<file path="src/hw/rtl/fsrt_pkg.sv">
`timescale 1ns / 1ps
`default_nettype none
// ----------------------------------------------------------------------------
// fsrt_pkg
// Types and constants shared by the split run timer core.
// ----------------------------------------------------------------------------
package fsrt_pkg;

  typedef enum logic [3:0] {
    MODE_TICK       = 4'd0,
    MODE_FREEZE     = 4'd1,
    MODE_FREEZE_RND = 4'd2,
    MODE_STATUS     = 4'd3,
    MODE_STOP       = 4'd4,
    MODE_QUIT       = 4'd5,
    MODE_AREA       = 4'd6,
    MODE_BANK       = 4'd7,
    MODE_ARM        = 4'd8,
    MODE_LOAD       = 4'd9
  } mode_t;

  typedef enum logic [1:0] {
    REG_HOLD_FRAMES = 2'd0,
    REG_GATE_MASK   = 2'd1,
    REG_KEEP_SPLITS = 2'd2
  } reg_idx_t;

  localparam int SPLIT_SLOTS = 16;
  localparam int SLOT_W      = 4;
  localparam int STATUS_N    = 9;

  localparam logic [31:0] CAP_TICKS      = 32'd719280;
  localparam logic [31:0] SPLIT_PT_RESET = 32'd4;
  localparam logic [31:0] BASE_RESTART   = 32'hFFFF_FFFC;
  localparam logic [15:0] HOLD_RESET     = 16'd30;
  localparam logic [31:0] MS_MUL         = 32'd1001;
  // ceil(2^33 / 15): (x >> 3) / 15 == x / 120, exact for 29-bit operands
  localparam logic [29:0] RECIP_15       = 30'h2222_2223;

  localparam logic [31:0] STATUS_TABLE [STATUS_N] = '{
    32'h8000_0387, 32'h0000_0882, 32'h0000_0895, 32'h0000_0896, 32'h3800_034B,
    32'h0200_0886, 32'h0000_0884, 32'h0000_0892, 32'h0000_0893
  };

endpackage : fsrt_pkg
`default_nettype wire

</file>
<file path="src/hw/rtl/frozen_split_run_timer_core.sv">
`timescale 1ns / 1ps
`default_nettype none
// ----------------------------------------------------------------------------
// frozen_split_run_timer_core
// Event driven run timer with hold, latch at cap and split recording.
//
//   channel   dir   handshake          payload
//   s_*       in    tvalid/tready      tuser: mode; tdata: live, status, arm
//   m_*       out   tvalid/tready      tuser: split_valid; tdata: totals, split
//   apb       in    psel/penable       hold_frames, status_gate_mask, keep_splits
//
// One item per cycle sustained while m_tready is not held low; the input register
// loads at accept, then the state update, x1001 multiply and /120 reciprocal
// multiply registers follow before the result is valid.
// Each stage advances when the one after it is empty or moving, so the input
// keeps flowing while a result waits until all four stages hold items.
// rst is synchronous; it restores timer state, config registers and valid flags to their reset values.
// ----------------------------------------------------------------------------
module frozen_split_run_timer_core
  import fsrt_pkg::*;
(
  input  wire logic         clk,
  input  wire logic         rst,
  input  wire logic         s_tvalid,
  output logic              s_tready,
  input  wire logic [63:0]  s_tdata,   // live_ticks[30:0], status_word[62:31], arm_value[63]
  input  wire logic [3:0]   s_tuser,   // mode[3:0]
  output logic              m_tvalid,
  input  wire logic         m_tready,
  output logic [103:0]      m_tdata,   // total_ticks[31:0], total_ms[63:32],
                                       // split_ticks[95:64], split_slot[99:96],
                                       // is_stopped[100], zero[103:101]
  output logic [0:0]        m_tuser,   // split_valid[0]
  input  wire logic         psel,
  input  wire logic         penable,
  input  wire logic         pwrite,
  input  wire logic [3:0]   paddr,
  input  wire logic [31:0]  pwdata,
  output logic [31:0]       prdata,
  output logic              pready
);

  // configuration
  logic [15:0] hold_frames;
  logic [8:0]  gate_mask;
  logic        keep_splits;
  reg_idx_t    reg_sel;
  logic        cfg_wr;

  assign pready  = 1'b1;
  assign reg_sel = reg_idx_t'(paddr[3:2]);
  assign cfg_wr  = psel && penable && pwrite && pready;

  always_ff @(posedge clk) begin
    if (rst) begin
      hold_frames <= HOLD_RESET;
      gate_mask   <= '0;
      keep_splits <= 1'b0;
    end else if (cfg_wr) begin
      unique case (reg_sel)
        REG_HOLD_FRAMES: hold_frames <= pwdata[15:0];
        REG_GATE_MASK:   gate_mask   <= pwdata[8:0];
        REG_KEEP_SPLITS: keep_splits <= pwdata[0];
        default: ;
      endcase
    end
  end

  always_comb begin
    unique case (reg_sel)
      REG_HOLD_FRAMES: prdata = {16'd0, hold_frames};
      REG_GATE_MASK:   prdata = {23'd0, gate_mask};
      REG_KEEP_SPLITS: prdata = {31'd0, keep_splits};
      default:         prdata = '0;
    endcase
  end

  // pipeline flow control
  logic v0, v1, v2, v3;
  logic rdy0, rdy1, rdy2, rdy3;

  assign rdy3     = !v3 || m_tready;
  assign rdy2     = !v2 || rdy3;
  assign rdy1     = !v1 || rdy2;
  assign rdy0     = !v0 || rdy1;
  assign s_tready = rdy0;
  assign m_tvalid = v3;

  always_ff @(posedge clk) begin
    if (rst) begin
      v0 <= 1'b0;
      v1 <= 1'b0;
      v2 <= 1'b0;
      v3 <= 1'b0;
    end else begin
      if (rdy0) v0 <= s_tvalid;
      if (rdy1) v1 <= v0;
      if (rdy2) v2 <= v1;
      if (rdy3) v3 <= v2;
    end
  end

  // input register
  mode_t       a_mode;
  logic [30:0] a_live;
  logic [31:0] a_status;
  logic        a_arm;

  always_ff @(posedge clk) begin
    if (s_tvalid && rdy0) begin
      a_mode   <= mode_t'(s_tuser);
      a_live   <= s_tdata[30:0];
      a_status <= s_tdata[62:31];
      a_arm    <= s_tdata[63];
    end
  end

  // timer state
  logic [31:0] base_offset, base_offset_next;
  logic [31:0] held_ticks, held_ticks_next;
  logic [31:0] hold_left, hold_left_next;
  logic        stopped_flag, stopped_flag_next;
  logic        restart_armed, restart_armed_next;
  logic [31:0] last_split_point, last_split_point_next;
  logic [15:0] split_count, split_count_next;

  logic [31:0] live32, live_rnd3, live_rnd4;
  logic        st_found, st_en;
  logic [31:0] view_base, view_held, view_hold;
  logic        view_stopped;
  logic [31:0] total_raw, total;
  logic        over;
  logic        sp_valid;
  logic [31:0] sp_len;
  logic [SLOT_W-1:0] slot;
  logic        a_fire;

  assign a_fire    = v0 && rdy1;
  assign live32    = {1'b0, a_live};
  assign live_rnd3 = (live32 + 32'd3) & ~32'd3;
  assign live_rnd4 = (live32 + 32'd4) & ~32'd3;

  always_comb begin
    st_found = 1'b0;
    st_en    = 1'b0;
    for (int i = 0; i < STATUS_N; i++) begin
      if (!st_found && a_status == STATUS_TABLE[i]) begin
        st_found = 1'b1;
        st_en    = gate_mask[i];
      end
    end
  end

  always_comb begin
    base_offset_next      = base_offset;
    held_ticks_next       = held_ticks;
    hold_left_next        = hold_left;
    stopped_flag_next     = stopped_flag;
    restart_armed_next    = restart_armed;
    last_split_point_next = last_split_point;
    split_count_next      = split_count;
    sp_valid              = 1'b0;
    sp_len                = '0;

    unique case (a_mode)
      MODE_TICK: begin
        if (!stopped_flag && hold_left != '0) hold_left_next = hold_left - 32'd1;
      end
      MODE_FREEZE: begin
        held_ticks_next = live32;
        hold_left_next  = {16'd0, hold_frames};
      end
      MODE_FREEZE_RND: begin
        held_ticks_next = live_rnd3;
        hold_left_next  = {16'd0, hold_frames};
      end
      MODE_STATUS: begin
        if (st_en) begin
          held_ticks_next = live32;
          hold_left_next  = {16'd0, hold_frames};
        end
      end
      MODE_STOP: begin
        base_offset_next   = (base_offset + live32 + 32'd4) & ~32'd3;
        stopped_flag_next  = 1'b1;
        restart_armed_next = 1'b1;
      end
      MODE_QUIT: begin
        restart_armed_next = 1'b1;
        held_ticks_next    = live_rnd3;
        hold_left_next     = '1;
      end
      MODE_AREA: begin
        restart_armed_next = 1'b0;
        held_ticks_next    = live_rnd4;
        hold_left_next     = '1;
      end
      MODE_BANK: begin
        if (!stopped_flag && !restart_armed) base_offset_next = base_offset + live32;
      end
      MODE_ARM: begin
        restart_armed_next = a_arm;
      end
      MODE_LOAD: begin
        hold_left_next = '0;
        if (restart_armed) begin
          stopped_flag_next  = 1'b0;
          restart_armed_next = 1'b0;
          base_offset_next   = BASE_RESTART;
        end
        if (!keep_splits) begin
          last_split_point_next = SPLIT_PT_RESET;
          split_count_next      = '0;
        end
      end
      default: ;
    endcase

    // tick reports from the old state, other events from the new one
    if (a_mode == MODE_TICK) begin
      view_base    = base_offset;
      view_held    = held_ticks;
      view_hold    = hold_left;
      view_stopped = stopped_flag;
    end else begin
      view_base    = base_offset_next;
      view_held    = held_ticks_next;
      view_hold    = hold_left_next;
      view_stopped = stopped_flag_next;
    end

    total_raw = view_stopped ? view_base
                             : ((view_hold != '0) ? view_held : live32) + view_base;
    over      = $signed(total_raw) > $signed(CAP_TICKS);
    total     = over ? CAP_TICKS : total_raw;
    slot      = SLOT_W'(split_count_next % 16'(SPLIT_SLOTS));

    if (a_mode == MODE_TICK) begin
      slot = SLOT_W'(split_count % 16'(SPLIT_SLOTS));
      if (over) begin
        base_offset_next  = CAP_TICKS;
        stopped_flag_next = 1'b1;
      end
      if (hold_left_next != '0 && $signed(held_ticks) > $signed(last_split_point)) begin
        sp_valid              = 1'b1;
        sp_len                = held_ticks - last_split_point;
        last_split_point_next = held_ticks;
        split_count_next      = split_count + 16'd1;
      end
    end
  end

  always_ff @(posedge clk) begin
    if (rst) begin
      base_offset      <= '0;
      held_ticks       <= '0;
      hold_left        <= '0;
      stopped_flag     <= 1'b0;
      restart_armed    <= 1'b0;
      last_split_point <= SPLIT_PT_RESET;
      split_count      <= '0;
    end else if (a_fire) begin
      base_offset      <= base_offset_next;
      held_ticks       <= held_ticks_next;
      hold_left        <= hold_left_next;
      stopped_flag     <= stopped_flag_next;
      restart_armed    <= restart_armed_next;
      last_split_point <= last_split_point_next;
      split_count      <= split_count_next;
    end
  end

  // result pipeline
  logic [31:0]       s1_total, s2_total, s3_total;
  logic              s1_split, s2_split, s3_split;
  logic [31:0]       s1_len, s2_len, s3_len;
  logic [SLOT_W-1:0] s1_slot, s2_slot, s3_slot;
  logic              s1_stop, s2_stop, s3_stop;
  logic [31:0]       s2_prod;
  logic [25:0]       s3_ms;
  logic [58:0]       recip_full;

  assign recip_full = 59'(s2_prod[31:3]) * 59'(RECIP_15);

  always_ff @(posedge clk) begin
    if (a_fire) begin
      s1_total <= total;
      s1_split <= sp_valid;
      s1_len   <= sp_len;
      s1_slot  <= slot;
      s1_stop  <= stopped_flag_next;
    end
    if (v1 && rdy2) begin
      s2_total <= s1_total;
      s2_prod  <= 32'(s1_total * MS_MUL);
      s2_split <= s1_split;
      s2_len   <= s1_len;
      s2_slot  <= s1_slot;
      s2_stop  <= s1_stop;
    end
    if (v2 && rdy3) begin
      s3_total <= s2_total;
      s3_ms    <= recip_full[58:33];
      s3_split <= s2_split;
      s3_len   <= s2_len;
      s3_slot  <= s2_slot;
      s3_stop  <= s2_stop;
    end
  end

  assign m_tdata = {3'd0, s3_stop, s3_slot, s3_len, {6'd0, s3_ms}, s3_total};
  assign m_tuser = s3_split;

  // checks
  a_total_capped: assert property (@(posedge clk) disable iff (rst)
    m_tvalid |-> $signed(m_tdata[31:0]) <= $signed(CAP_TICKS))
    else $error("total above cap");

  a_no_split_len: assert property (@(posedge clk) disable iff (rst)
    m_tvalid && !m_tuser[0] |-> m_tdata[95:64] == '0)
    else $error("split length without split");

  a_latch: assert property (@(posedge clk) disable iff (rst)
    a_fire && a_mode == MODE_TICK && over |=> stopped_flag && base_offset == CAP_TICKS)
    else $error("cap did not latch");

  a_split_point: assert property (@(posedge clk) disable iff (rst)
    a_fire && sp_valid |=> last_split_point == $past(held_ticks))
    else $error("split point not updated");

endmodule : frozen_split_run_timer_core
`default_nettype wire

</file>
<file path="config.mk">
export PLATFORM = sky130hd
export DESIGN_NAME = frozen_split_run_timer_core
export DESIGN_NICKNAME = d
export VERILOG_FILES = /design/src/hw/rtl/fsrt_pkg.sv /design/src/hw/rtl/frozen_split_run_timer_core.sv
export SDC_FILE = /design/constraint.sdc
export NUM_CORES = 2
export LEC_CHECK = 0
export ABC_CLOCK_PERIOD_IN_PS = 9700
export BUFFER_PORTS_ARGS = -buffer_cell sky130_fd_sc_hd__buf_2
export CAP_MARGIN = 20
export CORE_MARGIN = 3
export CORE_UTILIZATION = 45
export DETAILED_ROUTE_END_ITERATION = 16
export SYNTH_ARGS = -nofsm -noshare
export SYNTH_HDL_FRONTEND = slang
export SYNTH_SLANG_ARGS = --single-unit
</file>
<file path="constraint.sdc">
create_clock -name clk -period 9.7 [get_ports clk]
set_clock_uncertainty 0.2 [all_clocks]
set_input_delay 0.485 -clock clk [delete_from_list [all_inputs] [get_ports clk]]
set_output_delay 0.485 -clock clk [all_outputs]
set_load 0.005 [all_outputs]
</file>
==> flow_summary.ini <==
[logic_synthesis]
synth_edf_count = 333
synthDistinctLibCells = 96
syn_inst = 4199
synth_top_area_share_pct = 24.6
async_flop_share_pct = 0
syn_area_per_cell_um2 = 9.69
netlist_top_cells_area = edfxtp_1, ha_1, fa_1
ys.flop_type = edfxtp_1
synth_top_cell_by_area = edfxtp_1
synth-warning-count = 0
netlist_area_mm2 = 0.0407
seq_area_frac_synth_pct = 32.6
synth-seq-cells = 497

[die]
ios = 251
initial_core_util_pct = 45.7
die_h_um = 307
fp.dieW_um = 307
dieArea_mm2 = 0.0941
core-area_mm2 = 0.0891
rows = 109

[sta]
worstMarginPinSlew_ns = 1.12
setup_viol = 0
fin_crit_sh_pct = 95.5
grt_setup_unrepaired = false
timing.hold.ws_ns = 0.150
fin_tns_setup_ns = 0
maxSlewViolCount = 0
min_period_ns = 9.27
relSlewSlack_pct = 24.2
max_freq_mhz = 108
hold_viol = 0
setup_slack_ns = 0.433

[layout]
antenna_cells = 0
final_common_cell = ha_1
final_cell_mix = ha_1, inv_1, nor2_1
drive_gt1_share_pct = 10.1
stdcell_count = 5661
areaGrowthSynthToFinish_pct = 12.6
fillers = 8143
nNetsFinal = 5270

[grt]
antenna_found_initial = 0
grt_usage_pct = 24.3
grt_pass1_vias = 31612
overflow = 0
grt_max_degree = 73
grt_pass1_wl_mm = 181

[detailed_routing]
routed_via_density = 5.70
wirelength_mm = 115
vias = 32271
wire_per_inst_um = 20.3
antenna_left = 0
dr.pass1.iters = 6
drt-initial-drc-count = 2345
drc = 0

[cts]
cts.sink_count = 497
cts_buffers = 57
clkLatencyLatePin_ns = 0.66
htree_levels = 2
cts_tree = yes
cts.clk_slew.worst_paths_ns = 0.07
cts_buffer_depth = 3
clock_tree.root_cell = clkbuf_16

[worst_setup_path]
cp-startpoint = hold_left[12]
crit_slowest_cell = or4_4
ff2ff_setup_slack_ns = 0.43
crit_type = flop to flop
cp-endpoint = s1_total[16]
critPathMaxStageDelay_ns = 0.61
cp.required_ns = 9.86
worstSetupStartpointType = flop
worstPathArrival_ns = 9.42
reg2regPathDepth = 32
crit_top_cell = buf_4
crit_path_end_kind = flop
r2r_start = hold_left[12]
worstPathMaxFanout = 34
worstReg2RegEnd = s1_total[16]

[placed_design]
dpl.hpwl_mm = 88.3
dp_slack_ns = 0.320
port_buffers = 206
globalplace.congestion = 0.943
dp.cells = 5468

[flow_run]
cap_violations = 0

[min_path]
hold_path_class = input pin to flop

[status]
status = complete, no violations
sequential cells by signal (all words and copies together), names as in the netlist, 26 cells and up:
| name | flops |
|---|---|
| base_offset | 32 |
| s2_prod | 29 |
| hold_left | 32 |
| s3_total | 32 |
| s2_total | 32 |
| last_split_point | 32 |
| s1_len | 32 |
| s1_total | 32 |
| held_ticks | 32 |
| s2_len | 32 |
| a_status | 32 |
| s3_len | 32 |
| s3_ms | 26 |
| a_live | 31 |
critical path, delay by kind of cell, from the launching register on:
family,cells,cell delay (ns)
AND/OR/NAND/NOR,11,3.40
AO/OA/AOI/OAI,14,3.15
buffers and inverters,3,0.80
adder cells (fa/ha/maj),2,0.64
flip-flops,1,0.39
XOR/XNOR,2,0.37
metal layers:
metal	routed length, um	GRT usage (%)
met5	0	0
met4	3730	7.76
met1	50100	32.3
met2	54600	41.1
met3	6730	3.19
through the flow:
step	instance area, um2	util, %
floorplan	40800	-
global placement	43000	48.3
detailed placement	43000	48.3
CTS	45800	51.4
global route	45800	51.5
finish	45800	51.5
logic make-up (layout without fill, tap and decap cells):
group                      count (synthesis)  in the layout  share of synthesized area [%]
buffers and inverters                    558            831                           5.49
and+or+nand+nor                         1239           1239                           14.7
AOI/OAI and AO/OA                        979            979                           15.9
DFF                                      497            497                           32.6
muxes                                     57             57                           1.47
other                                      2             26                         0.0185
adders and majority gates                710            710                           26.4
xor gates and xnor gates                 157            157                           3.38
synthesized netlist by cell type (27+ instances only):
library cell    n
nor2b_1        38
dfxtp_1       164
a32oi_1        27
nand3_1        84
a211oi_1       41
and2_1         32
xor2_1         58
nand2_1       332
nor4_1         50
o21a_1         30
clkbuf_1      134
a22o_1         34
o21ai_0       177
buf_4          30
nand4_1        54
mux2i_1        35
nor2_1        347
xnor2_1        99
a221oi_1       27
edfxtp_1      333
inv_1         366
a31oi_1        36
ha_1          464
a21oi_1       286
nor3_1        120
a21o_1         66
or3_1          36
o211ai_1       28
fa_1          246
worst min path at each step:
stage                  from       endpoint  slack [ns]  depth (start not counted)
3_3_place_gp   s2_total[26]   s3_total[26]        0.20                          0
2_1_floorplan      s2_split        m_tuser        0.20                          0
3_5_place_dp     s1_len[22]     s2_len[22]        0.20                          0
5_1_grt                 rst       m_tvalid        0.16                          2
4_1_cts                 rst  hold_left[30]        0.12                          2
6_report                rst       m_tvalid        0.15                          2
final cells by class:
cell class	count	area [um2]	share of cell area, %
Tap cell	1165	1460	3.18
Sequential cell	497	13300	29.0
Multi-Input combinational cell	3168	25400	55.5
Inverter	368	1380	3.02
Timing Repair Buffer	357	2380	5.20
Clock buffer	68	1480	3.22
Clock inverter	38	423	0.923
timing repair:
item | in CTS | in global routing
hold buffers | 86 | 0
endpoints found under the setup margin | 0 | 52
gates resized for setup | 0 | 11
buffers inserted | 0 | 1
hold endpoints to repair | 96 | 0
Power is left out: the tool's default activity adds up to more than one toggle a clock period on the data nets, which glitch-free logic cannot reach.
